**src/bch_ram.sv**
```systemverilog
// ---------------------------------------------------------------------------
// bch_ram
// simple dual-port ram, one write and one registered read, read-first
// ---------------------------------------------------------------------------
module bch_ram #(
   parameter int WIDTH = 8,
   parameter int DEPTH = 32
) (
   input  logic                                    clock,
   input  logic                                    wr_en,
   input  logic [((DEPTH > 1) ? $clog2(DEPTH) : 1)-1:0] wr_addr,
   input  logic [WIDTH-1:0]                        wr_data,
   input  logic                                    rd_en,
   input  logic [((DEPTH > 1) ? $clog2(DEPTH) : 1)-1:0] rd_addr,
   output logic [WIDTH-1:0]                        rd_data
);
   logic [WIDTH-1:0] mem [DEPTH];
   logic [WIDTH-1:0] rd_data_ff;

   // write port and registered read, old data on a same-address collision
   always_ff @(posedge clock) begin
      if (wr_en) begin
         mem[wr_addr] <= wr_data;
      end
      if (rd_en) begin
         rd_data_ff <= mem[rd_addr];
      end
   end

   assign rd_data = rd_data_ff;
endmodule

```
**config.mk**
```make
export PLATFORM = sky130hd
export DESIGN_NAME = bch_ram
export DESIGN_NICKNAME = d
export VERILOG_FILES = /design/src/bch_ram.sv
export SDC_FILE = /design/constraint.sdc
export NUM_CORES = 1
export LEC_CHECK = 0
export BUFFER_PORTS_ARGS = -buffer_cell sky130_fd_sc_hd__buf_2
export CAP_MARGIN = 30
export CELL_PAD_IN_SITES_DETAIL_PLACEMENT = 1
export CELL_PAD_IN_SITES_GLOBAL_PLACEMENT = 1
export CORE_MARGIN = 10
export CORE_UTILIZATION = 51
export DETAILED_ROUTE_END_ITERATION = 7
export PLACE_DENSITY_LB_ADDON = 0.1
export SKIP_CTS_REPAIR_TIMING = 1
export SYNTH_ARGS = -nofsm -noshare
export SYNTH_HDL_FRONTEND = slang
export SYNTH_SLANG_ARGS = --single-unit
```
**constraint.sdc**
```tcl
create_clock -name clock -period 4.94 [get_ports clock]
set_input_delay 0.988 -clock clock [delete_from_list [all_inputs] [get_ports clock]]
set_output_delay 0.988 -clock clock [all_outputs]
set_load 0.05 [all_outputs]
```
Yosys cells after proc, flatten, opt, wreduce, memory -nomap -nowiden
Memory sizes are Yosys's and may differ from the RTL's. A register that Yosys moved wholly into a read port is not among the register bits.
Cells that the tools add are included.
{"block": "totals", "in_bits": 21, "out_inout_bits": 8, "elab_cells": 3, "n_memories": 1, "ff_bits": 0, "ramBits": 256}
{"block": "op_classes", "n_mux": 2}
{"name": "mem", "words": 32, "word_bits": 8, "read_ports": 1, "rd_ports_with_merged_regs": 1, "write_ports": 1, "line_no": "17", "source": "logic [WIDTH-1:0] mem [DEPTH];"}
{"operator": "$mux W1", "count": 2}

Longest topological paths before layout
Gate-level depths: netlist of run 1.
{"block": "depth", "word_depth": 2, "ltp_mapped": 5, "mapped_depth_nobuf": 3}

Least setup slack after synthesis of run 1
No wires, ideal clock.
{"block": "synth_timing", "kind": "in2reg", "startpoint": "in rd_addr[2] (netlist name)", "endpoint": "reg rd_data_ff[0], in the netlist rd_data[0] (read register of mem) (data pin)", "path_stages": 5, "setup_slack_ns": 2.010, "required_time_ns": 4.680, "t_arrival_ns": 2.670, "cell_sequence": "clkbuf_1 > clkbuf_1 > mux4_2 > mux4_2 > mux2_2"}
{"element": "start: declaration", "line_no": "14", "source": "input logic [((DEPTH > 1) ? $clog2(DEPTH) : 1)-1:0] rd_addr,"}
{"element": "end: declaration", "line_no": "18", "source": "logic [WIDTH-1:0] rd_data_ff;"}

==> results.md, run 1 <==
* Slew Viols, Final at 0
* Die area at approximately 26000 sq um
* Placed Cells incl. Taps at 694
* Initial antenna violation count at 1
* Row cnt at 51
* Top cells by area, synth: edfxtp_1, mux4_2, nor2_1, mux2_2, buf_4
* Synth Register Bits at 264
* Setup-failing EPs final at 0
* TNS Setup at 0 ps
* P_leak at 3.51 nW
* Synthesis-to-finish area growth at 12.0%
* Skew-Pair Late Insertion Delay at 520 ps
* Capture point of the critical path: rd_data[0]
* HP Start: rd_en
* Number of diodes at 0
* Share of cells above drive strength 1 at between 30% and 40%
* Most instantiated library cell after synthesis: edfxtp_1
* Max transition margin at roughly 34%
* Top-area cell type share of the netlist area at around four fifths
* Most used cell along the critical path: mux4_2
* First-pass GRT wire length at 32900 um
* GRT Total Usage at between 10% and 20%
* Synth cell types at 14
* Reg2reg end: rd_data[0]
* Worst Setup SP: rd_addr[2]
* Max-Cap Viols at 0
* Clk pin slew, worst setup/hold paths at approximately 60 ps
* Synthesized area at 10100 sq um
* I/O Pins at 29
* Hold crit path type: input pin to flop
* WL/cell at 29.8 um
* Worst path cell trace: buf_2, buf_4, mux4_2, mux4_2, mux2_2
* RSZ-0062 raised after global routing: false
* R2R setup slack at 2970 ps
* Placed cell area at 10500 sq um
* Top cells by count, synth: edfxtp_1, mux4_2, nor2_1
* Pin count of the biggest net entering global routing at 33
* Antenna-violating nets left at 0
* Final instance area at 11400 sq um
* CP endpoint kind: flop
* Die W at ~160 um
* Worst Skew at about 14 ps
* Status: finished, final reports clean
* F_max at roughly 0.34 GHz
* Post-synth EDFFs at about 260
* Syn nets at 438
* Total power at 4.65 mW
* Port Buffers at 28
* Initial Utilization at approximately half
* Final worst path period need at ~2900 ps
* Fillers at 1622
* Syn. warnings at 0
* Worst reg2reg path startpoint: mem[30][0]
* PD cells at 410 nW/um^2
* Final period util at between 50% and 60%
* Hpwl dp at 13900 um
* CTS max path bufs at 3
* Max VDD drop at between 300 and 400 uV
* Synth area leader: edfxtp_1
* Drt drc at 0
* Required time worst endpoint at 5210 ps
* First-pass DRT Iterations at 5
* CP max-delay cell: mux4_2
* R2R depth at 3
* Nets at 479
* Fin. Hold Viols at 0
* Kind of critical path: input pin to flop
* TritonCTS buffer count at 27
* Critical path arrival at ~3200 ps
* Vias per cell at 5.99
* Startpoint Class: input pin
* Sequential cell area fraction in the yosys report at 78.2%
* Mapped Cells at 417
* Via Count at between 4000 and 5000
* Top FF cell, synth: edfxtp_1
* Routed wire length at 22000 um
* CTS tree: built
* Final hold slack at between 800 and 900 ps
* FFs w/ async S/R, synth at 0%
* Worst slew pin tran at 980 ps
* Crit-path max FO at 25
* CTS Sinks at 264
* Overflow after GRT at 0
* Avg Synthesized Cell Area at 24.3 sq um
* DRT iter0 DRCs at 420
* H-tree Lvls at 1
* Core region area at 19500 sq um
* Via count of the first global-routing pass at 4830
* Non-filler cells in the finished layout at 738
* Critical Path Max Stage Delay at 540 ps
* Clock root cell: clkbuf_16
* RePlAce Congestion at 0.772
* DIE HEIGHT at approximately 160 um
-- layout make-up --
| class | instances | area [sq um] | area share, % |
|---|---|---|---|
| flip-flops and latches | 264 | 7930 | 69.8 |
| multi-input cells | 133 | 2100 | 18.5 |
| clock buffers | 29 | 683 | 6.02 |
| well taps | 265 | 332 | 2.92 |
| repair buffers | 32 | 185 | 1.63 |
| clock inverters | 15 | 124 | 1.09 |
-- logic make-up after synthesis --
group                  synth area share [%]
buffers and inverters                  1.05
muxes                                  18.7
and+or+nand+nor                        2.05
DFF                                    78.2
-- sequential cells by signal, indices dropped and copies added, names as in the netlist --
signal   flops
rd_data      8
mem        256
-- routing by layer --
metal	vias up	part of all wire (%)	track usage [%]
li1	1856	-	-
met1	2413	47	25.9
met2	129	46	25.3
met3	24	6.2	3.25
met4	0	1.3	3.64
met5	-	0	0
-- critical path, delay by kind of cell --
family	cells	cell delay [ps]
multiplexers	3	1260
buffers and inverters	2	910
-- power by group --
group	switching [mW]	leakage (nW)	total, mW	internal, mW
Combinational	0.157	0.728	0.255	0.0979
Clock	0.795	0.395	1.89	1.09
Sequential	0.00752	2.38	2.51	2.50
-- layout by cell type (no fill, tap or decap), types with 2 or more instances in the layout --
master,instances
buf_2,27
buf_4,4
bufinv_16,2
clkbuf_1,2
clkbuf_16,27
clkinv_1,5
clkinv_2,6
clkinvlp_4,2
edfxtp_1,264
mux2_2,8
mux4_2,80
nand3_1,2
nand3b_1,5
nor2_1,33
or3b_2,3
-- metrics by stage --
stage,setup slack (ps),utilization (%)
final,2010,58.1
after global routing,1870,58.1
after detailed placement,1400,54.0
after floorplan,2010,-
after global placement,1420,54.0
after CTS,1950,58.1
-- worst min-delay path by stage --
stage	to	slack, ps	cells after the start
after floorplan	rd_data[0]	940	3
after global placement	rd_data[3]	970	3
after detailed placement	rd_data[4]	990	3
after CTS	rd_data[2]	820	1
after global routing	rd_data[3]	830	1
final	rd_data[3]	830	1
Note: power is estimated with default switching activity, not from simulation.
==> run 2, diff against run 1 <==
--- a/config.mk
+++ b/config.mk
@@ -10,7 +10,7 @@
 export CELL_PAD_IN_SITES_DETAIL_PLACEMENT = 1
 export CELL_PAD_IN_SITES_GLOBAL_PLACEMENT = 1
 export CORE_MARGIN = 10
-export CORE_UTILIZATION = 51
+export CORE_UTILIZATION = 50
 export DETAILED_ROUTE_END_ITERATION = 7
 export PLACE_DENSITY_LB_ADDON = 0.1
 export SKIP_CTS_REPAIR_TIMING = 1
==> constraint.sdc (replaced) <==
create_clock -name clock -period 2.5 [get_ports clock]
set_input_delay 0.5 -clock clock [delete_from_list [all_inputs] [get_ports clock]]
set_output_delay 0.5 -clock clock [all_outputs]
set_load 0.05 [all_outputs]
==> results.md, run 2 (synthesis results as in run 1) <==
* Status: finished, final reports clean
* TritonCTS buffer count at 27
* Worst Skew at 13.1 ps
* Fin. Hold Viols at 0
* Max reg flops at about 260
* Via Count at 4570
* Number of diodes at 0
* Pin count of the biggest net entering global routing at 33
* TNS Setup at 0 ps
* Clk pin slew, worst setup/hold paths at approximately 60 ps
* I/O Pins at 29
* Required time worst endpoint at 2770 ps
* Slew Viols, Final at 0
* Most frequent cells in the layout: edfxtp_1, mux4_2, buf_4, nor2_1
* Initial Utilization at 50.4%
* Crit-path max FO at 12
* Synthesis-to-finish area growth at 14.9%
* Core region area at 20100 sq um
* Final worst path period need at roughly 2000 ps
* H-tree Lvls at 1
* RePlAce Congestion at around 0.75
* Worst slew pin tran at 644 ps
* DRT iter0 DRCs at 385
* Antenna-violating nets left at 0
* RSZ-0062 raised after global routing: false
* Critical path arrival at 2300 ps
* Nets at approximately 520
* Clock root cell: clkbuf_16
* Commonest non-fill, non-tap cell in the layout: edfxtp_1
* Non-filler cells in the finished layout at 783
* First-pass DRT Iterations at 4
* Max-Cap Viols at 0
* Max transition margin at roughly 57%
* Hold crit path type: input pin to flop
* P_leak at 3.70 nW
* WL/cell at 28.0 um
* DIE HEIGHT at 162 um
* Drt drc at 0
* Overflow after GRT at 0
* Routed wire length at ~22000 um
* Delay-heaviest family, CP: multiplexers
* Highest routed metal layer: met4
* Max VDD drop at 594 uV
* Initial antenna violation count at 1
* Startpoint Class: input pin
* CTS Sinks at 264
* Die area at 26400 sq um
* Kind of critical path: input pin to flop
* Placed Cells incl. Taps at 737
* M1 WL at 9720 um
* Final period util at 80.9%
* PD cells at between 700 and 800 nW/um^2
* Vias per cell at 5.84
* Metal2 WL at 10900 um
* Row cnt at 52
* Util after Layout at 57.9%
* Via count of the first global-routing pass at just over 5000
* Reg with most FFs: mem
* F_max at 0.494 GHz
* Share of cells above drive strength 1 at 37.8%
* Skew-Pair Late Insertion Delay at 530 ps
* Die W at about 160 um
* CP max-delay cell: mux4_2
* CTS max path bufs at 3
* CP endpoint kind: flop
* Setup-failing EPs final at 0
* Worst path cell trace: buf_4, buf_4, mux4_2, mux4_2, mux2_2
* CTS tree: built
* Hpwl dp at around 14000 um
* GRT Total Usage at 17.1%
* Port Buffers at 28
* Critical Path Max Stage Delay at roughly 560 ps
* Met3 routed WL at between 1000 and 1500 um
* First-pass GRT wire length at 33300 um
* WP buf/inv at 2
[run 2: cell count changes in the layout (fill, tap and decap cells not counted)]
cell and delta:
buf_4 +34, buf_12 +4, bufinv_16 -2, clkinv_2 -2, clkinvlp_4 -1, clkbuf_1 +4
inv_6 +1, clkinv_1 +2
[run 2: report_power, final]
| group | internal, mW | switching (mW) |
|---|---|---|
| registers | 4.94 | 0.0186 |
| logic | 0.214 | 0.299 |
| clock network | 1.96 | 1.56 |
| total | 7.12 | 1.88 |
[run 2: final cells by class]
cell class,instances,area [sq um]
Fill cell,1673,8460
Sequential cell,264,7930
Multi-Input combinational cell,133,2100
Clock buffer,33,698
Timing Repair Buffer,70,520
Tap cell,270,338
Clock inverter,13,62.6
[run 2: per-stage QoR]
stage               worst slack, ps  instance area, sq um  hold slack [ps]  total power [mW]
detailed placement            -85.0                 10900              890              5.58
finish                          477                 11600              348              9.00
CTS                             468                 11600              335              9.09
global placement              -87.3                 10900              897              5.56
floorplan                      58.3                 10100              599              5.35
global route                    418                 11600              336              9.31
[run 2: layer usage]
metal  vias up  global-route usage [%]
li1       1936                       -
met1      2499                    24.5
met2       105                    26.9
met3        30                    3.08
met4         0                    3.89
met5         -                       0
[run 2: worst paths after layout]
kind | start | end | slack (ps) | cells after the start
setup / recovery | rd_addr[0] | rd_data[4] | 480 | 5
hold / removal | rd_en | rd_data[2] | 350 | 1
setup reg to reg | mem[20][1] | rd_data[1] | 530 | 3
hold reg to reg | mem[28][0] | rd_data[0] | 980 | 3
