[src/bch_pkg.sv]
// ---------------------------------------------------------------------------
// bch_pkg
// shared widths, codes and types of the byte change heatmap
// ---------------------------------------------------------------------------
package bch_pkg;

   // payload widths
   localparam int DATA_W     = 8;
   localparam int COUNT_W    = 16;
   localparam int QIDX_W     = 5;
   localparam int CLASS_W    = 2;
   localparam int CSR_IDX_W  = 2;
   localparam int CSR_DATA_W = 16;

   // register indexes
   localparam logic [CSR_IDX_W-1:0] CSR_BUCKET_FRAMES = 2'd0;
   localparam logic [CSR_IDX_W-1:0] CSR_WARM_FROM     = 2'd1;
   localparam logic [CSR_IDX_W-1:0] CSR_HOT_FROM      = 2'd2;

   // register reset values
   localparam logic [CSR_DATA_W-1:0] BUCKET_FRAMES_RST = 16'd5000;
   localparam logic [CSR_DATA_W-1:0] WARM_FROM_RST     = 16'd50;
   localparam logic [CSR_DATA_W-1:0] HOT_FROM_RST      = 16'd2500;

   // request opcodes
   localparam logic OP_FEED  = 1'b0;
   localparam logic OP_QUERY = 1'b1;

   // saturation value of a counter
   localparam logic [COUNT_W-1:0] COUNT_MAX = '1;

   typedef enum logic [CLASS_W-1:0] {
      HEAT_COLD = 2'd0,
      HEAT_WARM = 2'd1,
      HEAT_HOT  = 2'd2
   } heat_type;

   // configuration register set
   typedef struct packed {
      logic [CSR_DATA_W-1:0] bucket_frames;
      logic [CSR_DATA_W-1:0] warm_from;
      logic [CSR_DATA_W-1:0] hot_from;
   } csr_type;

   // request info handed from the tracker to the update stage
   typedef struct packed {
      logic              feed;
      logic              query;
      logic              compare;
      logic              in_range;
      logic              full;
      logic [QIDX_W-1:0] bucket;
      logic [DATA_W-1:0] data_byte;
   } stage_type;

endpackage

[src/bch_tracker.sv]
// ---------------------------------------------------------------------------
// bch_tracker
// frame position and bucket tracking, ram read issue, counter clear sweep
// ---------------------------------------------------------------------------
module bch_tracker #(
   parameter int FRAME_BYTES = 26,
   parameter int BUCKETS     = 20
) (
   input  logic                                                   clock,
   input  logic                                                   reset,
   input  logic                                                   accept,
   input  logic                                                   op,
   input  logic [bch_pkg::DATA_W-1:0]                             data_byte,
   input  logic [bch_pkg::QIDX_W-1:0]                             query_bucket,
   input  logic [bch_pkg::QIDX_W-1:0]                             query_column,
   input  bch_pkg::csr_type                                       csr,
   output logic                                                   prev_we,
   output logic [((FRAME_BYTES > 1) ? $clog2(FRAME_BYTES) : 1)-1:0] prev_addr,
   output logic [((BUCKETS * FRAME_BYTES > 1) ?
                  $clog2(BUCKETS * FRAME_BYTES) : 1)-1:0]          cnt_rd_addr,
   output bch_pkg::stage_type                                     stage,
   output logic                                                   clearing,
   output logic [((BUCKETS * FRAME_BYTES > 1) ?
                  $clog2(BUCKETS * FRAME_BYTES) : 1)-1:0]          clear_addr
);
   import bch_pkg::*;

   localparam int POS_W     = (FRAME_BYTES > 1) ? $clog2(FRAME_BYTES) : 1;
   localparam int CNT_DEPTH = BUCKETS * FRAME_BYTES;
   localparam int CNT_AW    = (CNT_DEPTH > 1) ? $clog2(CNT_DEPTH) : 1;
   localparam int BKT_W     = $clog2(BUCKETS + 1);

   localparam logic [POS_W-1:0]  LAST_POS   = POS_W'(FRAME_BYTES - 1);
   localparam logic [BKT_W-1:0]  FULL_BKT   = BKT_W'(BUCKETS);
   localparam logic [CNT_AW-1:0] LAST_ENTRY = CNT_AW'(CNT_DEPTH - 1);
   localparam logic [CNT_AW-1:0] ROW_STEP   = CNT_AW'(FRAME_BYTES);

   logic [POS_W-1:0]      pos_ff, pos_in;
   logic [CSR_DATA_W-1:0] frames_ff, frames_in;
   logic [BKT_W-1:0]      bucket_ff, bucket_in;
   logic [CNT_AW-1:0]     base_ff, base_in;
   logic                  first_ff, first_in;
   logic                  clear_ff, clear_in;
   logic [CNT_AW-1:0]     clear_addr_ff, clear_addr_in;

   logic                  full;
   logic                  feed_go;
   logic [CSR_DATA_W:0]   frames_next;
   logic [CNT_AW-1:0]     query_idx;

   // request decode
   assign full    = (bucket_ff == FULL_BKT);
   assign feed_go = accept && (op == OP_FEED) && !full;

   // previous-frame ram: read and overwrite the same position, read-first
   assign prev_we   = feed_go;
   assign prev_addr = pos_ff;

   // counter ram read address: running row base for feeds, row times width for queries
   assign query_idx   = CNT_AW'(32'(query_bucket) * FRAME_BYTES + 32'(query_column));
   assign cnt_rd_addr = (op == OP_FEED) ? (base_ff + CNT_AW'(pos_ff)) : query_idx;

   // request info for the update stage
   always_comb begin
      stage.feed      = feed_go;
      stage.query     = accept && (op == OP_QUERY);
      stage.compare   = !first_ff;
      stage.in_range  = (32'(query_bucket) < BUCKETS) && (32'(query_column) < FRAME_BYTES);
      stage.full      = full;
      stage.bucket    = QIDX_W'(bucket_ff);
      stage.data_byte = data_byte;
   end

   assign clearing   = clear_ff;
   assign clear_addr = clear_addr_ff;

   // next position, frame and bucket
   always_comb begin
      pos_in        = pos_ff;
      frames_in     = frames_ff;
      bucket_in     = bucket_ff;
      base_in       = base_ff;
      first_in      = first_ff;
      clear_in      = clear_ff;
      clear_addr_in = clear_addr_ff;
      frames_next   = {1'b0, frames_ff} + (CSR_DATA_W + 1)'(1);

      if (feed_go) begin
         if (pos_ff == LAST_POS) begin
            pos_in   = '0;
            first_in = 1'b0;
            // a zero frame count closes a bucket after every frame
            if (frames_next >= {1'b0, csr.bucket_frames}) begin
               frames_in = '0;
               bucket_in = bucket_ff + BKT_W'(1);
               base_in   = base_ff + ROW_STEP;
            end else begin
               frames_in = frames_next[CSR_DATA_W-1:0];
            end
         end else begin
            pos_in = pos_ff + POS_W'(1);
         end
      end

      // clear sweep after reset, one counter per cycle
      if (clear_ff) begin
         clear_addr_in = clear_addr_ff + CNT_AW'(1);
         if (clear_addr_ff == LAST_ENTRY) begin
            clear_in = 1'b0;
         end
      end
   end

   always_ff @(posedge clock) begin
      if (reset) begin
         pos_ff        <= '0;
         frames_ff     <= '0;
         bucket_ff     <= '0;
         base_ff       <= '0;
         first_ff      <= 1'b1;
         clear_ff      <= 1'b1;
         clear_addr_ff <= '0;
      end else begin
         pos_ff        <= pos_in;
         frames_ff     <= frames_in;
         bucket_ff     <= bucket_in;
         base_ff       <= base_in;
         first_ff      <= first_in;
         clear_ff      <= clear_in;
         clear_addr_ff <= clear_addr_in;
      end
   end
endmodule

[config.mk]
export PLATFORM = sky130hd
export DESIGN_NAME = bch_tracker
export DESIGN_NICKNAME = d
export VERILOG_FILES = /design/src/bch_pkg.sv /design/src/bch_tracker.sv
export SDC_FILE = /design/constraint.sdc
export NUM_CORES = 1
export LEC_CHECK = 0
export ABC_AREA = 1
export BUFFER_PORTS_ARGS = -buffer_cell sky130_fd_sc_hd__buf_2
export CAP_MARGIN = 20
export CELL_PAD_IN_SITES_DETAIL_PLACEMENT = 1
export CELL_PAD_IN_SITES_GLOBAL_PLACEMENT = 1
export CORE_UTILIZATION = 39
export DETAILED_ROUTE_END_ITERATION = 16
export GPL_ROUTABILITY_DRIVEN = 0
export PLACE_DENSITY_LB_ADDON = 0.1
export SLEW_MARGIN = 25
export SYNTH_ARGS = -nofsm -noshare
export SYNTH_HDL_FRONTEND = slang
export SYNTH_SLANG_ARGS = --single-unit
export TNS_END_PERCENT = 5
[constraint.sdc]
create_clock -name clock -period 7.1 [get_ports clock]
set_input_delay 1.42 -clock clock [delete_from_list [all_inputs] [get_ports clock]]
set_output_delay 1.42 -clock clock [all_outputs]
set_load 0.02 [all_outputs]
Word-level counts from Yosys, hierarchy flattened
Index checks and enable logic that the tools add are counted.
{ "totals": {"latchBits": 0, "n_memories": 0, "mem_bits_rw": 0, "elab_cells": 35, "regBits": 48, "output_inout_bits": 45, "mem_bits_ro": 0} }
{ "classes": {"n_addsub": 7, "shift": 0, "eq_ne": 3, "n_mul": 1, "n_lt_le_gt_ge": 3, "bitwise_logic": 1, "div": 0, "n_mux": 5, "n_reduce_logical": 8} }
{ "op_table": {"columns": ["op", "n"], "rows": [
  ["10-bit by 5-bit adder with 10-bit output", 2],
  ["16-bit by 1-bit adder with 17-bit output, second input constant", 1],
  ["17-bit by 16-bit >= comparator with 1-bit output", 1],
  ["16-bit two-way mux", 1],
  ["10-bit by 1-bit adder with 10-bit output, second input constant", 1],
  ["10-bit by 5-bit adder with 10-bit output, second input constant", 1],
  ["5-bit by 1-bit adder with 5-bit output, second input constant", 2],
  ["10-bit equality test, second input constant", 1],
  ["5-bit equality test, second input constant", 2],
  ["5-bit less-than comparator, second input constant", 2],
  ["10-bit two-way mux", 1],
  ["5-bit by 4-bit multiplier with 9-bit output, second input constant", 1],
  ["5-bit two-way mux", 1],
  ["1-bit logical AND", 4],
  ["3-bit AND reduction", 1],
  ["1-bit logical NOT", 2],
  ["1-bit two-way mux", 2],
  ["2-bit AND reduction", 1],
  ["1-bit NOT", 1]
]} }

Logic depth before layout (Yosys ltp)
{ "logic_depth": {"word_depth": 4, "depth_mapped": 21} }

Least setup slack after synthesis
Ideal clock, no wire load.
{ "synth_path": {"path_kind": "input to output", "startpoint": "input port query_bucket[1] (netlist bit)", "endpoint": "output port cnt_rd_addr[9] (netlist bit)", "t_arrival_ps": 3585, "path_buffers": 0, "cell_stages": 10, "required_time_ps": 5680, "setup_slack_ps": 2095, "cell_sequence": "ha_1 -> fa_1 -> fa_1 -> xor2_1 -> inv_1 -> nor3_1 -> nand2_1 -> nand2_1 -> nand3_1 -> nand2_1"} }
{ "synth_rtl": {"columns": ["item", "line", "text"], "rows": [
  ["start, declared", "bch_tracker.sv:14", "input logic [bch_pkg::QIDX_W-1:0] query_bucket,"],
  ["end, declared", "bch_tracker.sv:20", "$clog2(BUCKETS * FRAME_BYTES) : 1)-1:0] cnt_rd_addr,"]
]} }

==> results.yml <==
min_path:
  min-delay-start: "frames_ff[15]"
  worstHoldPathCells: 2
  worst_hold_path.endpoint: "frames_ff[15]"
  hold_path_class: "reg -> reg"
finish:
  final_area_um2: 4270
  fin_nets: 723
  drive_gt1_share_pct: 14.9
  antenna_cells: 0
  final_cell_mix: "119 x nand2_1, 82 x inv_1, 66 x buf_2"
  fillers: 1290
  final_common_cell: "nand2_1"
  area_growth_pct: 12.4
synthesis:
  ys_seq_area_share_pct: 24.8
  synth.top_cell.area_share_pct: 24.8
  synth_ff_type: "dfxtp_1"
  synth_top_cell_by_area: "dfxtp_1"
  yosysUniqueCellTypes: 37
  yosys_warnings: 0
  syn-num-nets: 668
  syn_area_per_cell_um2: 6.91
  synth_area_leaders: "dfxtp_1 25%, ha_1 15%, nand2_1 12%, inv_1 8.1%, nor2_1 5.6%"
  syn_inst: 549
  async_reset_ff_share_pct: 0
  syn_area_um2: 3790
  synth-edff-count: 0
  ys_seq_elements: 47
clock_network:
  ctsHtreeMaxLevel: 2
  clk_latency_ps: 300
  cts.clk_slew.worst_paths_ps: 80
  post_cts_buffers: 0
  cts_tree: "done"
  ctsResizeCount: 0
  clock_path_buffers: 2
  ctsHoldBuffers: 0
  cts_made_buffers: 5
  cts_root_buffer: "clkbuf_8"
  cts.sinks: 47
die:
  ios: 115
  start_util_pct: 40.7
  num_rows: 35
  core-area_um2: 9330
  die_h_um: 101
  die_x_um: 101
  die-area_um2: 10100
pwr:
  swShare_pct: 30.0
  comb_power_share_pct: 23.2
  seqPwrFrac_pct: 44.5
  power.leakage_nw: 2.16
  pwr-share-clk_pct: 32.3
  p_per_area_nw_per_um2: 141
  ir_drop_v: 0.0000718
  p_int_uw: 421
  p_sw_uw: 181
global_routing:
  grt_pass1_wl_mm: 16.7
  grt_pass1_vias: 3780
  grt_max_degree: 27
  grt_overflow: 0
  antenna_found_initial: 0
  grt_use_total_pct: 20.3
route:
  drt_iter0_drc: 94
  drc_errors: 0
  avgRoutedWirePerCell_um: 13.1
  via_count: 3632
  vias_per_cell: 4.95
  routed_wl_mm: 9.61
  dr.pass1.iters: 4
  ant_nets: 0
place:
  placed_cell_area_um2: 4160
  dp_hpwl_mm: 7.85
  port-buffer-count: 66
outcome:
  status: "completed"
job:
  cap_viol_max_count: 0
timing:
  slew_viol_final: 0
  hold_viol_final: 0
  clock.fmax_ghz: 0.184
  skew_ps: 10.5
  finalCritPeriodShare_pct: 76.4
  setup_viol: 0
  tightest_slew_ps: 704
  slew_headroom_pct: 53.0
  setup_tns_ps: 0
  period_minus_slack_ps: 5430
  rsz0062_at_grt: "false"
critical_path:
  r2r_slack_ps: 3790
  critical_path.endpoint_type: "output pin"
  arrival_ps: 4010
  ff2ff_path_depth: 18
  crit_fanout: 4
  worst-setup-path-type: "in -> out"
  crit-reg2reg-launch: "frames_ff[0]"
  r2r-end: "frames_ff[4]"
  worstPathRequired_ps: 5680
  critPathLaunchType: "input pin"
[synth_stat cells, types with 10 or more instances]
master	n
nand2_1	119
buf_4	10
nand4_1	15
nand3_1	30
xor2_1	11
nor2_1	57
a21oi_1	39
dfxtp_1	47
o21ai_0	21
inv_1	82
xnor2_1	10
ha_1	45
[metrics by stage]
step                      hold slack [ps]  setup WS (ps)  instances  util (%)  total power [mW]
final                                 485           1670        733      45.7             0.602
after global routing                  519           1470        733      45.7             0.639
after CTS                             496           1650        733      45.7             0.610
after detailed placement              480           1670        726      44.6             0.416
after global placement                457           1710        726      44.6             0.411
after floorplan                       443           2100        549         -             0.379
[logic make-up (layout without fill, tap and decap cells)]
| logic type | Yosys count | after routing | share of synthesized area, % |
|---|---|---|---|
| DFF | 47 | 47 | 24.8 |
| buffers and inverters | 102 | 157 | 11.6 |
| adders and majority gates | 49 | 49 | 16.9 |
| AOI/OAI and AO/OA | 74 | 74 | 10.4 |
| and+or+nand+nor | 255 | 255 | 31.2 |
| xor gates and xnor gates | 21 | 21 | 4.85 |
| muxes | 1 | 1 | 0.264 |
[layer usage]
layer,wire length [um],global-route usage [%],up-vias
met5,0,0,-
met4,76,3.34,0
met3,402,3.26,8
met2,4530,36.6,63
met1,4600,25.7,1686
li1,-,-,1875
[flip-flops by register name (all words and copies together) (netlist names)]
register,count
clearing,1
base_ff,9
bucket_ff,5
clear_addr,10
prev_addr,5
first_ff,1
frames_ff,16
[worst max-delay path by stage]
stage / from / endpoint / slack (ps) / cells after the start
2_1_floorplan: query_bucket[1] / cnt_rd_addr[9] / 2100 / 10
3_3_place_gp: query_bucket[1] / cnt_rd_addr[9] / 1710 / 12
3_5_place_dp: query_bucket[1] / cnt_rd_addr[9] / 1670 / 12
4_1_cts: query_bucket[1] / cnt_rd_addr[9] / 1650 / 12
5_1_grt: query_bucket[1] / cnt_rd_addr[9] / 1470 / 12
6_report: query_bucket[1] / cnt_rd_addr[9] / 1670 / 12
[power by group through the flow]
| stage | combinational (mW) | sequential (mW) | clock, mW |
|---|---|---|---|
| after floorplan | 0.103 | 0.276 | 0 |
| after global placement | 0.137 | 0.274 | 0 |
| after detailed placement | 0.142 | 0.274 | 0 |
| after CTS | 0.142 | 0.268 | 0.200 |
| after global routing | 0.160 | 0.268 | 0.210 |
| final | 0.140 | 0.268 | 0.194 |
[critical path, cell delays in order]
cell and delay [ps]:
buf_2 130, ha_1 310, fa_1 530, fa_1 470, xor2_1 220, inv_1 90
nor3_1 360, nand2_1 100, nand2_1 80, nand3_1 70, nand2_1 70, buf_2 160
[layout make-up]
type                            count  area [um2]  share of cell area [%]
Tap cell                          129         161                    3.78
Multi-Input combinational cell    400        2410                    56.6
Sequential cell                    47         941                    22.1
Timing Repair Buffer               66         330                    7.74
Clock buffer                        6        72.6                    1.70
Clock inverter                      1        30.0                   0.704
Inverter                           84         315                    7.39
Note: power is estimated with default switching activity, not from simulation.
