$ cat src/bch_pkg.sv
// ---------------------------------------------------------------------------
// bch_pkg
// shared widths, codes and types of the byte change heatmap
// ---------------------------------------------------------------------------
package bch_pkg;

   // payload widths
   localparam int DATA_W     = 8;
   localparam int COUNT_W    = 16;
   localparam int QIDX_W     = 5;
   localparam int CLASS_W    = 2;
   localparam int CSR_IDX_W  = 2;
   localparam int CSR_DATA_W = 16;

   // register indexes
   localparam logic [CSR_IDX_W-1:0] CSR_BUCKET_FRAMES = 2'd0;
   localparam logic [CSR_IDX_W-1:0] CSR_WARM_FROM     = 2'd1;
   localparam logic [CSR_IDX_W-1:0] CSR_HOT_FROM      = 2'd2;

   // register reset values
   localparam logic [CSR_DATA_W-1:0] BUCKET_FRAMES_RST = 16'd5000;
   localparam logic [CSR_DATA_W-1:0] WARM_FROM_RST     = 16'd50;
   localparam logic [CSR_DATA_W-1:0] HOT_FROM_RST      = 16'd2500;

   // request opcodes
   localparam logic OP_FEED  = 1'b0;
   localparam logic OP_QUERY = 1'b1;

   // saturation value of a counter
   localparam logic [COUNT_W-1:0] COUNT_MAX = '1;

   typedef enum logic [CLASS_W-1:0] {
      HEAT_COLD = 2'd0,
      HEAT_WARM = 2'd1,
      HEAT_HOT  = 2'd2
   } heat_type;

   // configuration register set
   typedef struct packed {
      logic [CSR_DATA_W-1:0] bucket_frames;
      logic [CSR_DATA_W-1:0] warm_from;
      logic [CSR_DATA_W-1:0] hot_from;
   } csr_type;

   // request info handed from the tracker to the update stage
   typedef struct packed {
      logic              feed;
      logic              query;
      logic              compare;
      logic              in_range;
      logic              full;
      logic [QIDX_W-1:0] bucket;
      logic [DATA_W-1:0] data_byte;
   } stage_type;

endpackage

$ cat src/bch_rsp_if.sv
// ---------------------------------------------------------------------------
// bch_rsp_if
// response channel: queried counter and its class
// ---------------------------------------------------------------------------
interface bch_rsp_if;
   import bch_pkg::*;

   logic               valid;
   logic               ready;
   logic [COUNT_W-1:0] change_count;
   logic [CLASS_W-1:0] heat_class;
   logic               buckets_full;
   logic [QIDX_W-1:0]  current_bucket;

   modport source (output valid, change_count, heat_class, buckets_full, current_bucket,
                   input ready);
   modport sink   (input valid, change_count, heat_class, buckets_full, current_bucket,
                   output ready);
endinterface

$ cat src/bch_update.sv
// ---------------------------------------------------------------------------
// bch_update
// counter read-modify-write with forwarding, classification, response register
// ---------------------------------------------------------------------------
module bch_update #(
   parameter int CNT_AW = 10
) (
   input  logic                         clock,
   input  logic                         reset,
   input  logic                         accept,
   input  bch_pkg::stage_type           stage,
   input  logic [CNT_AW-1:0]            addr,
   input  logic [bch_pkg::DATA_W-1:0]   prev_rdata,
   input  logic [bch_pkg::COUNT_W-1:0]  cnt_rdata,
   input  bch_pkg::csr_type             csr,
   input  logic                         clearing,
   input  logic [CNT_AW-1:0]            clear_addr,
   output logic                         cnt_we,
   output logic [CNT_AW-1:0]            cnt_wr_addr,
   output logic [bch_pkg::COUNT_W-1:0]  cnt_wr_data,
   output logic                         stage_free,
   bch_rsp_if.source                    rsp
);
   import bch_pkg::*;

   logic               s1_valid_ff, s1_valid_in;
   stage_type          s1_ff;
   logic [CNT_AW-1:0]  s1_addr_ff;

   logic               fwd_valid_ff;
   logic [CNT_AW-1:0]  fwd_addr_ff;
   logic [COUNT_W-1:0] fwd_data_ff;

   logic               out_valid_ff, out_valid_in;
   logic [COUNT_W-1:0] out_count_ff;
   heat_type           out_class_ff;
   logic               out_full_ff;
   logic [QIDX_W-1:0]  out_bucket_ff;

   logic [COUNT_W-1:0] cur_count;
   logic               bump;
   logic               s1_advance;
   logic [COUNT_W-1:0] rsp_count;
   heat_type           rsp_class;

   // counter value, bypassing the write made at the edge of this read
   assign cur_count = (fwd_valid_ff && (fwd_addr_ff == s1_addr_ff)) ? fwd_data_ff : cnt_rdata;

   // a changed byte bumps the counter, saturating
   assign bump = s1_valid_ff && s1_ff.feed && s1_ff.compare &&
                 (prev_rdata != s1_ff.data_byte) && (cur_count != COUNT_MAX);

   // counter write port: clear sweep or increment
   always_comb begin
      if (clearing) begin
         cnt_we      = 1'b1;
         cnt_wr_addr = clear_addr;
         cnt_wr_data = '0;
      end else begin
         cnt_we      = bump;
         cnt_wr_addr = s1_addr_ff;
         cnt_wr_data = cur_count + COUNT_W'(1);
      end
   end

   // stage advance: a query needs room in the response register
   assign s1_advance  = s1_valid_ff && (!s1_ff.query || !out_valid_ff || rsp.ready);
   assign stage_free  = !s1_valid_ff || s1_advance;
   assign s1_valid_in = accept ? 1'b1 : (s1_advance ? 1'b0 : s1_valid_ff);

   // classification, out-of-range cells read as cold zero
   always_comb begin
      rsp_count = s1_ff.in_range ? cur_count : '0;
      rsp_class = HEAT_COLD;
      if (s1_ff.in_range) begin
         if (cur_count < csr.warm_from) begin
            rsp_class = HEAT_COLD;
         end else if (cur_count < csr.hot_from) begin
            rsp_class = HEAT_WARM;
         end else begin
            rsp_class = HEAT_HOT;
         end
      end
   end

   assign out_valid_in = (s1_advance && s1_ff.query) ? 1'b1 :
                         (rsp.ready ? 1'b0 : out_valid_ff);

   // control registers
   always_ff @(posedge clock) begin
      if (reset) begin
         s1_valid_ff  <= 1'b0;
         fwd_valid_ff <= 1'b0;
         out_valid_ff <= 1'b0;
      end else begin
         s1_valid_ff  <= s1_valid_in;
         out_valid_ff <= out_valid_in;
         if (accept) begin
            fwd_valid_ff <= cnt_we;
         end
      end
   end

   // stage, bypass and response payload
   always_ff @(posedge clock) begin
      if (accept) begin
         s1_ff       <= stage;
         s1_addr_ff  <= addr;
         fwd_addr_ff <= cnt_wr_addr;
         fwd_data_ff <= cnt_wr_data;
      end
      if (s1_advance && s1_ff.query) begin
         out_count_ff  <= rsp_count;
         out_class_ff  <= rsp_class;
         out_full_ff   <= s1_ff.full;
         out_bucket_ff <= s1_ff.bucket;
      end
   end

   assign rsp.valid          = out_valid_ff;
   assign rsp.change_count   = out_count_ff;
   assign rsp.heat_class     = out_class_ff;
   assign rsp.buckets_full   = out_full_ff;
   assign rsp.current_bucket = out_bucket_ff;
endmodule

$ cat src/flat_wrapper.sv
// flat-port wrapper written by rule: the top's interface ports become plain ports
module bch_update_flat import bch_pkg::*;
#(
   parameter int CNT_AW = 10
)
  (clock, reset, accept, stage, addr, prev_rdata, cnt_rdata, csr, clearing, clear_addr, cnt_we, cnt_wr_addr, cnt_wr_data, stage_free, rsp_valid, rsp_change_count, rsp_heat_class, rsp_buckets_full, rsp_current_bucket, rsp_ready);
  bch_rsp_if rsp_i ();
  input  logic clock;
  input  logic reset;
  input  logic accept;
  input  bch_pkg::stage_type stage;
  input  logic [CNT_AW-1:0] addr;
  input  logic [bch_pkg::DATA_W-1:0] prev_rdata;
  input  logic [bch_pkg::COUNT_W-1:0] cnt_rdata;
  input  bch_pkg::csr_type csr;
  input  logic clearing;
  input  logic [CNT_AW-1:0] clear_addr;
  output logic cnt_we;
  output logic [CNT_AW-1:0] cnt_wr_addr;
  output logic [bch_pkg::COUNT_W-1:0] cnt_wr_data;
  output logic stage_free;
  output wire logic [$bits(rsp_i.valid)-1:0] rsp_valid;
  output wire logic [$bits(rsp_i.change_count)-1:0] rsp_change_count;
  output wire logic [$bits(rsp_i.heat_class)-1:0] rsp_heat_class;
  output wire logic [$bits(rsp_i.buckets_full)-1:0] rsp_buckets_full;
  output wire logic [$bits(rsp_i.current_bucket)-1:0] rsp_current_bucket;
  input wire logic [$bits(rsp_i.ready)-1:0] rsp_ready;
  assign rsp_valid = rsp_i.valid;
  assign rsp_change_count = rsp_i.change_count;
  assign rsp_heat_class = rsp_i.heat_class;
  assign rsp_buckets_full = rsp_i.buckets_full;
  assign rsp_current_bucket = rsp_i.current_bucket;
  assign rsp_i.ready = rsp_ready;
  bch_update #(.CNT_AW(CNT_AW)) u_core (.clock(clock), .reset(reset), .accept(accept), .stage(stage), .addr(addr), .prev_rdata(prev_rdata), .cnt_rdata(cnt_rdata), .csr(csr), .clearing(clearing), .clear_addr(clear_addr), .cnt_we(cnt_we), .cnt_wr_addr(cnt_wr_addr), .cnt_wr_data(cnt_wr_data), .stage_free(stage_free), .rsp(rsp_i));
endmodule
$ cat config.mk
export PLATFORM = sky130hd
export DESIGN_NAME = bch_update_flat
export DESIGN_NICKNAME = d
export VERILOG_FILES = /design/src/bch_pkg.sv /design/src/bch_rsp_if.sv /design/src/bch_update.sv /design/src/flat_wrapper.sv
export SDC_FILE = /design/constraint.sdc
export NUM_CORES = 1
export LEC_CHECK = 0
export BUFFER_PORTS_ARGS = -buffer_cell sky130_fd_sc_hd__buf_2
export CORE_MARGIN = 2
export CORE_UTILIZATION = 50
export DETAILED_ROUTE_END_ITERATION = 12
export MAX_ROUTING_LAYER = met4
export PLACE_DENSITY = 0.92
export SLEW_MARGIN = 0
export SYNTH_ARGS = -nofsm -noshare
export SYNTH_HDL_FRONTEND = slang
export SYNTH_SLANG_ARGS = --single-unit
$ cat constraint.sdc
create_clock -name clock -period 3.7 [get_ports clock]
set_clock_uncertainty 0.2 [all_clocks]
set_input_delay 0.37 -clock clock [delete_from_list [all_inputs] [get_ports clock]]
set_output_delay 0.37 -clock clock [all_outputs]
set_load 0.01 [all_outputs]
---- Word-level counts from Yosys, hierarchy flattened ----
Cells that the tools add are included.
operators by class
  add/subtract/negate cells ............... 1
  $mul .................................... 0
  div/mod/pow operators ................... 0
  order comparisons ....................... 2
  equality and inequality tests ........... 3
  shifts and indexed selects .............. 0
  multiplexer cells ....................... 9
  bitwise gates (word level) .............. 1
  reductions and logical operators ........ 16
operator list
  cell                   count
  $lt 16x16->1           2
  $mux 16                2
  $add 16x1->16 const B  1
  $ne 16x16->1 const B   1
  $eq 10x10->1           1
  $mux 10                1
  $ne 8x8->1             1
  $logic_and 1x1->1      7
  $mux 1                 5
  $reduce_bool 2->1      2
  $logic_not 1->1        3
  $logic_or 1x1->1       3
  $mux 2                 1
  $reduce_or 2->1        1
  $not 1->1              1
storage, ports and cells
  register bits after elaboration ......... 81
  bits in latches ......................... 0
  RAM bits ................................ 0
  ROM bits ................................ 0
  input bits .............................. 115
  output and inout bits ................... 53
  logic and storage cells ................. 49
  memories ................................ 0

---- Depth between registers and ports, before layout ----
Gate-level depths: netlist of the first run.
  depth in word-level cells ............... 6
  mapped depth ............................ 13
  gate-level depth less buffers ........... 12

---- Least setup slack after synthesis of the first run ----
OpenSTA, ideal clock, no wires.
  path kind ............................... reg-to-reg
  from .................................... register u_core.s1_addr_ff[8]
  to ...................................... register u_core.out_class_ff[1] (netlist: u_core.rsp.heat_class[1]), data pin
  library setup time ...................... 255 ps
  data arrival time ....................... 2788 ps
  required time ........................... 3245 ps
  slack ................................... 457 ps
  stages on the path, launching flop included .. 14
  buffers on the path ..................... 1
  clock period less this slack ............ 3243 ps
  cells stage by stage .................... edfxtp_1 -> xnor2_1 -> nand4_1 -> nor3_4 -> buf_6 -> mux2i_1 -> inv_1 -> ha_1 -> a211oi_1 -> o21ai_0 -> a31oi_1 -> nand4b_1 -> o21ai_1 -> o21ba_2
between the ends
  longest elaborated chain between the ends .. 5
  elaborated cells on any way between the ends .. 7
  classes of those cells .................. order compare (2); eq/ne (1); mux (2); reduce/logical (2)
ends and longest elaborated chain
  what                                       RTL line                            text
  start: declaration                         bch_update.sv:28                    logic [CNT_AW-1:0] s1_addr_ff;
  start signal: assignment                   bch_update.sv:108                   s1_addr_ff <= addr;
  $eq 10x10->1 (*)                           bch_update.sv:47                    assign cur_count = (fwd_valid_ff && (fwd_addr_ff == s1_addr_ff)) ? fwd_data_ff : cnt_rdata;
  $logic_and 1x1->1 (*)                      bch_update.sv:47
  $mux 16 (*)                                bch_update.sv:47
  net u_core.cur_count[5]                    bch_update.sv:40                    logic [COUNT_W-1:0] cur_count;
  $lt 16x16->1 (on tied branches)            bch_update.sv:78, bch_update.sv:76
  $mux 2 or $reduce_or 2->1 (tied branches)  --
  end signal: assignment                     bch_update.sv:114                   out_class_ff <= rsp_class;
  end: declaration                           bch_update.sv:36                    heat_type out_class_ff;
Mark *: on every way through the listed nets, which the timed path passes. The rest lies on a longest branch.
A chain may end at the register's enable or synchronous reset.

---- Worst setup path after layout of the first run ----
  from .................................... register u_core.s1_addr_ff[1]
  to ...................................... register u_core.out_class_ff[1] (netlist: u_core.rsp.heat_class[1]), data pin
Same word-level chain as after synthesis.

==> impl_metrics.tcl, run 1 <==
set metrics [dict create \
    yosys.cell_count.top_type "sky130_fd_sc_hd__edfxtp_1" \
    fin_area_sq_um 6261 \
    multi_input_comb_area_sq_um 2042 \
    detailedRoute.firstPassIterationCount 4 \
    yosysWarningCount 0 \
    synth_top_area_share 0.5158 \
    net_switching_power_of_the_design_uw 559.4 \
    placed_cell_area_sq_um 5469 \
    synthDistinctLibCells 38 \
    syn_area_per_cell_sq_um 11.70 \
    worst_ep_required_time_ns 3.61 \
    synthTopCellsByCount "sky130_fd_sc_hd__edfxtp_1 (78), sky130_fd_sc_hd__inv_1 (49), sky130_fd_sc_hd__ha_1 (31)" \
    clock_latency_at_the_later_pin_of_the_worst_skew_pair_ns 0.35 \
    path_cells "xnor2_1 -> nand3_1 -> nor3_4 -> buf_12 -> buf_12 -> mux2i_1 -> inv_1 -> ha_1 -> a21o_1 -> a21oi_1 -> nor2_1 -> o21ai_0 -> nand3_1 -> o21ba_2" \
    floorplan.initialDensity 0.5181 \
    antenna-diode-count 0 \
    final.fill_count 598 \
    max_root_sink_buffers 2 \
    cts_inserted_buffers 9 \
    leakage_uw 0.002756 \
    ys_ff_latch 81 \
    clock-root-buffer "sky130_fd_sc_hd__clkbuf_8" \
    power_share_of_the_combinational_group 0.163 \
    clkSinkCount 81 \
    finalNonFillerCells 703 \
    wirelength_microns 11860 \
    synthesis.area_sq_um 4541 \
    tritoncts_clock_tree "built" \
    cts_max_level 3 \
    timing_worst_setup_path_type "register to register" \
    ios 168 \
    overall_die_height_microns 99.30 \
    synth_largest_area_cell "sky130_fd_sc_hd__edfxtp_1" \
    timing.slew.headroom 0.1785 \
    die_span_in_x_microns 99.30 \
    grt-ovfl-total 0 \
    cts.reportedPaths.clkPinSlew_ns 0.08 \
    net_switching_share_of_the_total_power 0.2467 \
    internal_power_uw 1708 \
    synthToLayoutAreaGrowth_pct 37.89 \
    drc_errors 0 \
    port-buffer-count 151 \
    place.detailed.hpwl_microns 8301 \
    number_of_flops_mapped_to_enable_cells_by_yosys 78 \
    sequential_cell_area_sq_um 2402 \
    cp_max_fanout 10 \
    place.detailed.instances 649 \
    route.detailed.vias_per_inst 5.454 \
    placeableCoreArea_sq_um 8763 \
    die_area_sq_um 9860 \
    final-setup-viol-count 0 \
    via_count 3834 \
    initialDrtViolationCount 196 \
    grt_antenna_before_repair 0 \
    worst_path_max_delay_cell "sky130_fd_sc_hd__edfxtp_1" \
    global_route_wire_length_before_repair_microns 18150 \
    clock_power_share 0.345 \
    synthCells 388 \
    wl_per_cell_microns 16.87 \
    maxSlewViolCount 0 \
    timing.max_cap.violations 0 \
    async_set_or_reset_flop_fraction_in_the_synthesized_netlist 0 \
    final_period_minus_worst_setup_slack_ns 3.613 \
    share_seq_of_total_power 0.492 \
    hold_violations 0 \
    hold_class "input port to register" \
    via_count_of_the_first_global_routing_pass 3938 \
    cp.arrival_ns 3.52 \
    post_route_cells_drive_above_1_share 0.3748 \
    design.final.nets 737 \
    rows 34 \
    ys_seq_area_frac 0.5291 \
    grt_usage 0.2417 \
    place.gp.congestion 0.8876 \
    setup_repair_after_global_routing_missed_its_margin "yes" \
    post_synth_main_area_contributors "sky130_fd_sc_hd__edfxtp_1 (52%), sky130_fd_sc_hd__ha_1 (8.5%), sky130_fd_sc_hd__mux2i_1 (5.7%), sky130_fd_sc_hd__inv_1 (4.1%), sky130_fd_sc_hd__xor2_1 (3.3%)" \
    synth_fp_nets 534 \
    worst_slew_pin_slew_ns 1.231 \
    postRouteAntennaNets 0 \
    start_kind "register" \
    final_min_period_over_clock_period 0.9764 \
    ff2ff_setup_slack_ns 0.09 \
    pwr_density_cell_nw_per_um2 362.2 \
    ys.flop_type "sky130_fd_sc_hd__edfxtp_1" \
    crit_path_max_incr_delay_ns 0.43 \
    largest_net_degree_at_the_start_of_global_routing 32 \
    outcome "complete, no violations" \
    setup.worst_path.end_class "register" \
    max_clock_freq_mhz 276.8 \
    irDropWorstVdd_uv 253.2 \
]
routing by layer:
layer	track usage	vias to the layer above	part of all wire
li1	-	1792	-
met1	0.2711	1822	0.38
met2	0.4257	172	0.53
met3	0.04216	48	0.053
met4	0.1012	0	0.040
met5	-	-	0
cells by family after synthesis:
kind of cell,synth area share
and+or+nand+nor,0.1309
DFF,0.5291
buffers and inverters,0.05208
muxes,0.09038
AOI/OAI and AO/OA,0.05043
xor gates and xnor gates,0.06173
adders and majority gates,0.08542
cells in the final DEF (no fill, tap or decap), types with 4 or more instances in the layout:
cell                            count
sky130_fd_sc_hd__buf_2            151
sky130_fd_sc_hd__edfxtp_1          78
sky130_fd_sc_hd__inv_1             49
sky130_fd_sc_hd__ha_1              30
sky130_fd_sc_hd__dlygate4sd3_1     29
sky130_fd_sc_hd__nor2_1            27
sky130_fd_sc_hd__nand3_1           18
sky130_fd_sc_hd__xor2_1            17
sky130_fd_sc_hd__nor2b_1           17
sky130_fd_sc_hd__nand2_1           16
sky130_fd_sc_hd__mux2i_1           16
sky130_fd_sc_hd__buf_4             16
sky130_fd_sc_hd__xnor2_1           15
sky130_fd_sc_hd__mux2_2            11
sky130_fd_sc_hd__nand4_1           10
sky130_fd_sc_hd__clkbuf_8           9
sky130_fd_sc_hd__a21oi_1            8
sky130_fd_sc_hd__mux2i_2            6
sky130_fd_sc_hd__o21ai_1            5
sky130_fd_sc_hd__and3_1             4
sky130_fd_sc_hd__and4_1             4
sky130_fd_sc_hd__nor4_1             4
sky130_fd_sc_hd__mux2i_4            4
sky130_fd_sc_hd__a21o_1             4
final timing paths:
kind / to / from / cells past startpoint
setup / recovery: u_core.rsp.heat_class[1] / u_core.s1_addr_ff[1] / 14
setup reg to reg: u_core.rsp.heat_class[1] / u_core.s1_addr_ff[1] / 14
hold / removal: u_core.fwd_addr_ff[8] / clear_addr[8] / 2
hold reg to reg: u_core.rsp.current_bucket[4] / u_core.s1_ff[12] / 0
critical path, delay by kind of cell (launching register included):
kind	cells	cell delay, ns
AO/OA/AOI/OAI	4	0.83
buffers and inverters	3	0.42
XOR/XNOR	1	0.18
adder cells (fa/ha/maj)	1	0.32
multiplexers	1	0.36
flip-flops	1	0.43
AND/OR/NAND/NOR	4	0.62
final cells by class:
| class | count | area share |
|---|---|---|
| Clock buffer | 9 | 0.01978 |
| Clock inverter | 6 | 0.01839 |
| Inverter | 49 | 0.02938 |
| Multi-Input combinational cell | 250 | 0.3261 |
| Sequential cell | 81 | 0.3837 |
| Tap cell | 108 | 0.02158 |
| Timing Repair Buffer | 200 | 0.2010 |
what timing repair did:
item | 4_1_cts | 5_1_grt
endpoints found under the hold margin | 29 | 0
buffers inserted | 4 | 5
pin swaps | 1 | 14
hold buffers | 29 | 0
gates resized for setup | 4 | 30
setup endpoints to repair | 6 | 8
gates cloned | 1 | 0
power groups by stage:
| stage | sequential (uW) | combinational, uW | clock (uW) |
|---|---|---|---|
| 2_1_floorplan | 1130 | 170 | 0 |
| 3_3_place_gp | 1130 | 302 | 0 |
| 3_5_place_dp | 1130 | 319 | 0 |
| 4_1_cts | 1110 | 347 | 785 |
| 5_1_grt | 1120 | 405 | 821 |
| 6_report | 1120 | 370 | 782 |
sequential cells by signal, indices dropped and copies added, names as in the netlist:
| signal | cells |
|---|---|
| u_core.s1_ff | 18 |
| u_core.fwd_data_ff | 16 |
| u_core.rsp.change_count | 16 |
| u_core.fwd_addr_ff | 10 |
| u_core.s1_addr_ff | 10 |
| u_core.rsp.current_bucket | 5 |
| u_core.rsp.heat_class | 2 |
| u_core.fwd_valid_ff | 1 |
| u_core.rsp.buckets_full | 1 |
| u_core.rsp.valid | 1 |
| u_core.s1_valid_ff | 1 |
stage by stage:
step | utilization | total power [uW] | TNS [ns] | setup slack (ns) | hold WS, ns
finish | 0.7144 | 2268 | 0 | 0.08737 | 0.1427
global route | 0.7144 | 2349 | -0.3552 | -0.1603 | 0.1360
CTS | 0.6949 | 2243 | 0 | 0.008697 | 0.1219
detailed placement | 0.6241 | 1450 | 0 | 0.09534 | 0.2093
global placement | 0.6241 | 1430 | 0 | 0.1176 | 0.2040
floorplan | - | 1295 | 0 | 0.4569 | 0.2003
Note: power is estimated with default switching activity, not from simulation.
==> run 2: changes to the inputs <==
==> constraint.sdc (replaced) <==
create_clock -name clock -period 3.7 [get_ports clock]
set_clock_uncertainty 0.2 [all_clocks]
set_input_delay 0.74 -clock clock [delete_from_list [all_inputs] [get_ports clock]]
set_output_delay 0.74 -clock clock [all_outputs]
set_load 0.01 [all_outputs]
==> run 2 against run 1 <==
  * The flow now finishes with violations (negative setup slack)
  * Global-route usage down 0.37 points
  * Power is 2.1% lower
  * Non-clock buffer count down 11
  * Critical path depth fell by 2
  * Maximum frequency down 4.9%
  * First-iteration DRC count is 16% higher
  * Highest routed layer unchanged
==> impl_metrics.tcl, run 2 (synthesis gave the netlist of run 1 again) <==
set metrics [dict create \
    clock_latency_at_the_later_pin_of_the_worst_skew_pair_ns 0.35 \
    outcome "complete, but fails checks" \
    max_flop_register "u_core.s1_ff" \
    whs_endpoint "u_core.rsp.current_bucket[4]" \
    largest_net_degree_at_the_start_of_global_routing 30 \
    cts_max_level 3 \
    initialDrtViolationCount 227 \
    drc_errors 0 \
    irDropWorstVdd_uv 231.8 \
    timing_worst_setup_path_type "register to output port" \
    worst_path_max_delay_cell "sky130_fd_sc_hd__edfxtp_1" \
    timing.slew.headroom 0.1611 \
    worstRegToRegCells 15 \
    hold_slack_ns 0.2282 \
    place.detailed.hpwl_microns 8957 \
    overall_die_height_microns 99.30 \
    route.detailed.vias_per_inst 5.711 \
    grt-ovfl-total 0 \
    antenna-diode-count 0 \
    start_kind "register" \
    number_of_buffers_inserted_by_hold_repair_at_cts 0 \
    via_count_of_the_first_global_routing_pass 3928 \
    timing.rr.end "u_core.rsp.heat_class[1]" \
    grt_antenna_before_repair 0 \
    via_count 3958 \
    worst_ep_required_time_ns 2.76 \
    wirelength_microns 13040 \
    clock-root-buffer "sky130_fd_sc_hd__clkbuf_8" \
    ios 168 \
    cts.reportedPaths.clkPinSlew_ns 0.08 \
    floorplan.initialDensity 0.5181 \
    path_cells "xnor2_1 -> nand4_1 -> nor3_4 -> mux2_4 -> ha_4 -> nand2_4 -> nor4_4 -> nand3_1 -> mux2i_1 -> xor2_1 -> nor2_1 -> buf_2" \
    hold_class "register to register" \
    final_critical_path_setup_slack_ns -0.1005 \
    port-buffer-count 151 \
    failed_checks "negative setup slack" \
    grt_usage 0.2380 \
    final_period_minus_worst_setup_slack_ns 3.800 \
    postRouteAntennaNets 0 \
    synthToLayoutAreaGrowth_pct 38.61 \
    largest_reg_flops 18 \
    global_route_wire_length_before_repair_microns 17910 \
    die_area_sq_um 9860 \
    timing.max_cap.violations 0 \
    final_min_period_over_clock_period 1.027 \
    hold_violations 0 \
    max_clock_freq_mhz 263.1 \
    max_root_sink_buffers 2 \
    design.final.nets 726 \
    setup_repair_after_global_routing_missed_its_margin "yes" \
    maxSlewViolCount 0 \
    worst_slew_pin_slew_ns 1.257 \
    die_span_in_x_microns 99.30 \
    final-setup-viol-count 4 \
    ff2ff_setup_slack_ns 0.07 \
    whs_path_depth 0 \
    cp_max_fanout 3 \
    placeableCoreArea_sq_um 8763 \
    commonest_non_fill_non_tap_cells_in_the_layout "sky130_fd_sc_hd__buf_2 (151), sky130_fd_sc_hd__edfxtp_1 (78), sky130_fd_sc_hd__inv_1 (47), sky130_fd_sc_hd__buf_4 (29), sky130_fd_sc_hd__nor2_1 (27)" \
    preCtsSetupSlack_ns 0.02314 \
    setup.worst_path.end_class "output port" \
    pwr_density_cell_nw_per_um2 352.7 \
    cp.arrival_ns 2.86 \
    final_common_cell "sky130_fd_sc_hd__buf_2" \
    tritoncts_clock_tree "built" \
    worstReg2RegStart "u_core.s1_addr_ff[8]" \
    detailedRoute.firstPassIterationCount 5 \
    rows 34 \
    cts_inserted_buffers 9 \
    place.gp.congestion 0.9114 \
    post_route_cells_drive_above_1_share 0.4530 \
    min_delay_src "u_core.s1_ff[12]" \
    leakage_uw 0.002764 \
    clkSinkCount 81 \
    wl_per_cell_microns 18.81 \
    crit_path_max_incr_delay_ns 0.42 \
]
==> run 2: cell count changes in the layout (fill, tap and decap cells not counted), sizes merged, moves of 2 or more <==
| cell | delta |
|---|---|
| clkinvlp | +2 |
| dlygate4sd3 | -29 |
| buf | +17 |
| clkbuf | +3 |
==> run 2: cell type report <==
cell class                      instances  area, sq um
Clock buffer                           10        127.6
Clock inverter                          6        91.34
Sequential cell                        81         2402
Multi-Input combinational cell        250         2226
Fill cell                             583         2470
Tap cell                              108        135.1
Inverter                               49        183.9
Timing Repair Buffer                  189         1127
==> run 2: metal layers <==
layer	up-vias	track usage	share of wire
met2	213	0.4324	0.53
met4	0	0.1022	0.050
li1	1777	-	-
met3	74	0.03373	0.057
met1	1894	0.2589	0.36
met5	-	-	0
==> run 2: power breakdown <==
part           total (uW)  internal (uW)  switching, uW
combinational         384            182            202
clock                 717            383            334
sequential           1120           1080           41.7
total                2220           1640            578
==> run 2: worst max path at each step <==
stage                         startpoint               to  slack (ns)  cells after the start
finish              u_core.s1_addr_ff[8]  cnt_wr_data[14]       -0.10                     12
global placement    u_core.s1_addr_ff[8]  cnt_wr_data[14]        0.07                     12
CTS                 u_core.s1_addr_ff[7]  cnt_wr_data[10]       -0.08                     11
floorplan           u_core.s1_addr_ff[8]   cnt_wr_data[8]        0.20                     11
detailed placement  u_core.s1_addr_ff[9]  cnt_wr_data[14]        0.02                     12
global route        u_core.s1_addr_ff[8]  cnt_wr_data[14]       -0.37                     12
==> run 2: metrics by stage <==
step	total power, uW	util	std cells	area (sq um)	TNS (ns)
after floorplan	1295	-	388	4541	0
after global placement	1437	0.6318	658	5537	0
after detailed placement	1460	0.6318	658	5537	0
after CTS	2175	0.6672	680	5847	-0.2476
after global routing	2293	0.7182	693	6294	-2.463
final	2220	0.7182	693	6294	-0.2938
==> run 2: repair_timing <==
| action | in CTS | in global routing |
|---|---|---|
| endpoints found under the hold margin | 0 | 0 |
| setup endpoints to repair | 7 | 17 |
| gates cloned | 0 | 3 |
| gates resized for setup | 10 | 60 |
| pin swaps | 7 | 12 |
| setup buffers | 6 | 10 |
==> run 2: critical path: cells and delay by family, from the launching register on <==
family        cells  cell delay, ns
simple gates      6            0.99
mux               2            0.42
flops             1            0.42
xor+xnor          2            0.35
buf+inv           1            0.18
fa+ha+maj         1            0.16
==> run 3: changes to the inputs <==
--- a/config.mk
+++ b/config.mk
@@ -8,2 +8,3 @@
 export BUFFER_PORTS_ARGS = -buffer_cell sky130_fd_sc_hd__buf_2
+export CORE_ASPECT_RATIO = 1.1
 export CORE_MARGIN = 2
==> constraint.sdc (replaced) <==
create_clock -name clock -period 3.7 [get_ports clock]
set_clock_uncertainty 0.2 [all_clocks]
set_input_delay 0.37 -clock clock [delete_from_list [all_inputs] [get_ports clock]]
set_output_delay 0.37 -clock clock [all_outputs]
set_load 0.01 [all_outputs]
==> run 3 against run 2 <==
  * Highest routed layer unchanged
  * Sequential share of layout area is 0.37 points higher
  * Largest cell class unchanged
  * The run now ends clean
  * Power is 0.62% lower
  * Global-route usage is 0.97 points higher
  * Combinational power is 4% lower
  * Critical path type unchanged
  * Core utilization is 1.2 points lower
  * Sequential power hardly changed
  * Final cell count is 2.9% higher
  * Non-clock buffer count is 14 higher
  * Maximum frequency is 6.2% higher
  * Via count is 4.3% lower
  * Clock-buffer cell count stayed put
  * Wire length is 8.7% lower
  * Critical endpoint is now cnt_wr_data[8]
==> impl_metrics.tcl, run 3 (synthesis gave the netlist of run 1 again) <==
set metrics [dict create \
    clock_power_share 0.328 \
    hold_class "input port to register" \
    cts_max_level 3 \
    postRouteAntennaNets 0 \
    commonest_non_fill_non_tap_cells_in_the_layout "sky130_fd_sc_hd__buf_2 (151), sky130_fd_sc_hd__edfxtp_1 (78), sky130_fd_sc_hd__inv_1 (49), sky130_fd_sc_hd__ha_1 (30), sky130_fd_sc_hd__dlygate4sd3_1 (28)" \
    placeableCoreArea_sq_um 8828 \
    port-buffer-count 151 \
    route.detailed.vias_per_inst 5.313 \
    clock_latency_at_the_later_pin_of_the_worst_skew_pair_ns 0.35 \
    cts_inserted_buffers 9 \
    clock-root-buffer "sky130_fd_sc_hd__clkbuf_8" \
    maxSlewViolCount 0 \
    die_span_in_x_microns 94.86 \
    final-setup-viol-count 0 \
    place.detailed.hpwl_microns 8325 \
    timing_worst_setup_path_type "register to output port" \
    floorplan.initialDensity 0.5143 \
    final_common_cell "sky130_fd_sc_hd__buf_2" \
    path_cells "xnor2_2 -> nand4_1 -> nor3_4 -> buf_12 -> mux2_4 -> ha_4 -> and3_4 -> and3_1 -> mux2i_1 -> xnor2_1 -> nor2_2 -> buf_2" \
    net_switching_share_of_the_total_power 0.2548 \
    wl_per_cell_microns 16.70 \
    initialDrtViolationCount 274 \
    clkSinkCount 81 \
    grt-ovfl-total 0 \
    worst_ep_required_time_ns 3.13 \
    final_critical_path_setup_slack_ns 0.1221 \
    place.gp.congestion 0.9110 \
    net_switching_power_of_the_design_uw 562.0 \
    antenna-diode-count 0 \
    setup.worst_path.end_class "output port" \
    final_min_period_over_clock_period 0.9670 \
    post_route_cells_drive_above_1_share 0.3756 \
    irDropWorstVdd_uv 273.7 \
    cp_top_family "simple AND/OR/NAND/NOR gates" \
    internal_power_uw 1644 \
    largest_net_degree_at_the_start_of_global_routing 32 \
    die_area_sq_um 9860 \
    grt_usage 0.2477 \
    pwr_density_cell_nw_per_um2 353.9 \
    final_period_minus_worst_setup_slack_ns 3.578 \
    timing.max_cap.violations 0 \
    cp.arrival_ns 3.01 \
    tritoncts_clock_tree "built" \
    design.final.nets 740 \
    synthToLayoutAreaGrowth_pct 37.28 \
    largest_reg_flops 18 \
    wirelength_microns 11900 \
    overall_die_height_microns 103.9 \
    preCtsSetupSlack_ns 0.05642 \
    ios 168 \
    timing.critical_path.buf_inv 2 \
    leakage_uw 0.002762 \
    start_kind "register" \
    detailedRoute.firstPassIterationCount 5 \
    hold_violations 0 \
    drc_errors 0 \
    cts.reportedPaths.clkPinSlew_ns 0.09 \
    max_clock_freq_mhz 279.5 \
    worst_path_max_delay_cell "sky130_fd_sc_hd__edfxtp_1" \
    power_share_of_the_combinational_group 0.167 \
    via_count_of_the_first_global_routing_pass 3821 \
    worst_slew_pin_slew_ns 0.6696 \
    timing.slew.headroom 0.5536 \
    rows 36 \
    crit_path_max_incr_delay_ns 0.42 \
    postLayoutCoreUtil 0.7061 \
    global_route_wire_length_before_repair_microns 18150 \
    via_count 3788 \
    share_seq_of_total_power 0.505 \
    outcome "complete, no violations" \
    grt_antenna_before_repair 0 \
    cp_max_fanout 6 \
    max_root_sink_buffers 2 \
    max_flop_register "u_core.s1_ff" \
]
==> run 3: cell count changes in the layout (fill, tap and decap cells not counted), moves of 3 or more <==
| cell | delta |
|---|---|
| sky130_fd_sc_hd__ha_1 | +4 |
| sky130_fd_sc_hd__mux2i_2 | -7 |
| sky130_fd_sc_hd__mux2i_1 | +12 |
| sky130_fd_sc_hd__mux2i_4 | -5 |
| sky130_fd_sc_hd__buf_4 | -9 |
| sky130_fd_sc_hd__ha_4 | -3 |
| sky130_fd_sc_hd__buf_6 | -3 |
| sky130_fd_sc_hd__dlygate4sd3_1 | +28 |
==> run 3: layout make-up <==
class                   instances  area, sq um
multi-input cells             250         2023
fillers                       650         2595
flip-flops and latches         81         2402
clock inverters                 6        92.59
inverters                      49        183.9
clock buffers                  10        127.6
well taps                     114        142.6
repair buffers                203         1261
==> run 3: worst paths after layout <==
check / slack (ns) / endpoint / cells after the start / startpoint
worst max register to register: 0.17 / u_core.rsp.heat_class[1] / 14 / u_core.fwd_addr_ff[8]
worst max-delay path: 0.12 / cnt_wr_data[8] / 12 / u_core.fwd_addr_ff[8]
worst min register to register: 0.23 / u_core.rsp.buckets_full / 0 / u_core.s1_ff[13]
worst min-delay path: 0.007 / u_core.rsp.valid / 2 / reset
==> run 3: worst reg2reg max path, delay by kind of cell, from the launching register on <==
kind	cells	cell delay, ns
flops	1	0.42
xor+xnor	1	0.18
compound gates	5	0.85
buf+inv	3	0.44
mux	1	0.30
fa+ha+maj	1	0.32
simple gates	3	0.58
==> run 3: power groups by stage <==
stage | Clock, uW | Sequential [uW] | Combinational [uW]
floorplan | 0 | 1130 | 170
global placement | 0 | 1130 | 307
detailed placement | 0 | 1130 | 318
CTS | 728 | 1110 | 345
global route | 761 | 1120 | 405
finish | 723 | 1110 | 369
==> run 3: layer usage <==
layer  global-route usage  routed length [microns]
met1               0.2905                     4602
met2               0.4215                     6108
met3              0.04928                      932
met4              0.08385                      261
met5                    -                        0
==> run 3: per-stage QoR <==
step / hold WS (ns) / setup TNS [ns] / area, sq um / instances / power (uW)
floorplan: 0.2003 / 0 / 4541 / 388 / 1295
global placement: 0.2009 / 0 / 5499 / 658 / 1434
detailed placement: 0.2062 / 0 / 5499 / 658 / 1449
CTS: 0.001341 / 0 / 6072 / 706 / 2183
global route: 0.001821 / -0.005390 / 6233 / 713 / 2286
finish: 0.006734 / 0 / 6233 / 713 / 2206
==> run 3: repair_timing <==
item	CTS	global route
cloned	1	0
pin swaps	3	12
hold endpoints to repair	27	1
setup endpoints to repair	6	7
resized for setup	5	22
buffers inserted	4	6
hold buffers	27	1
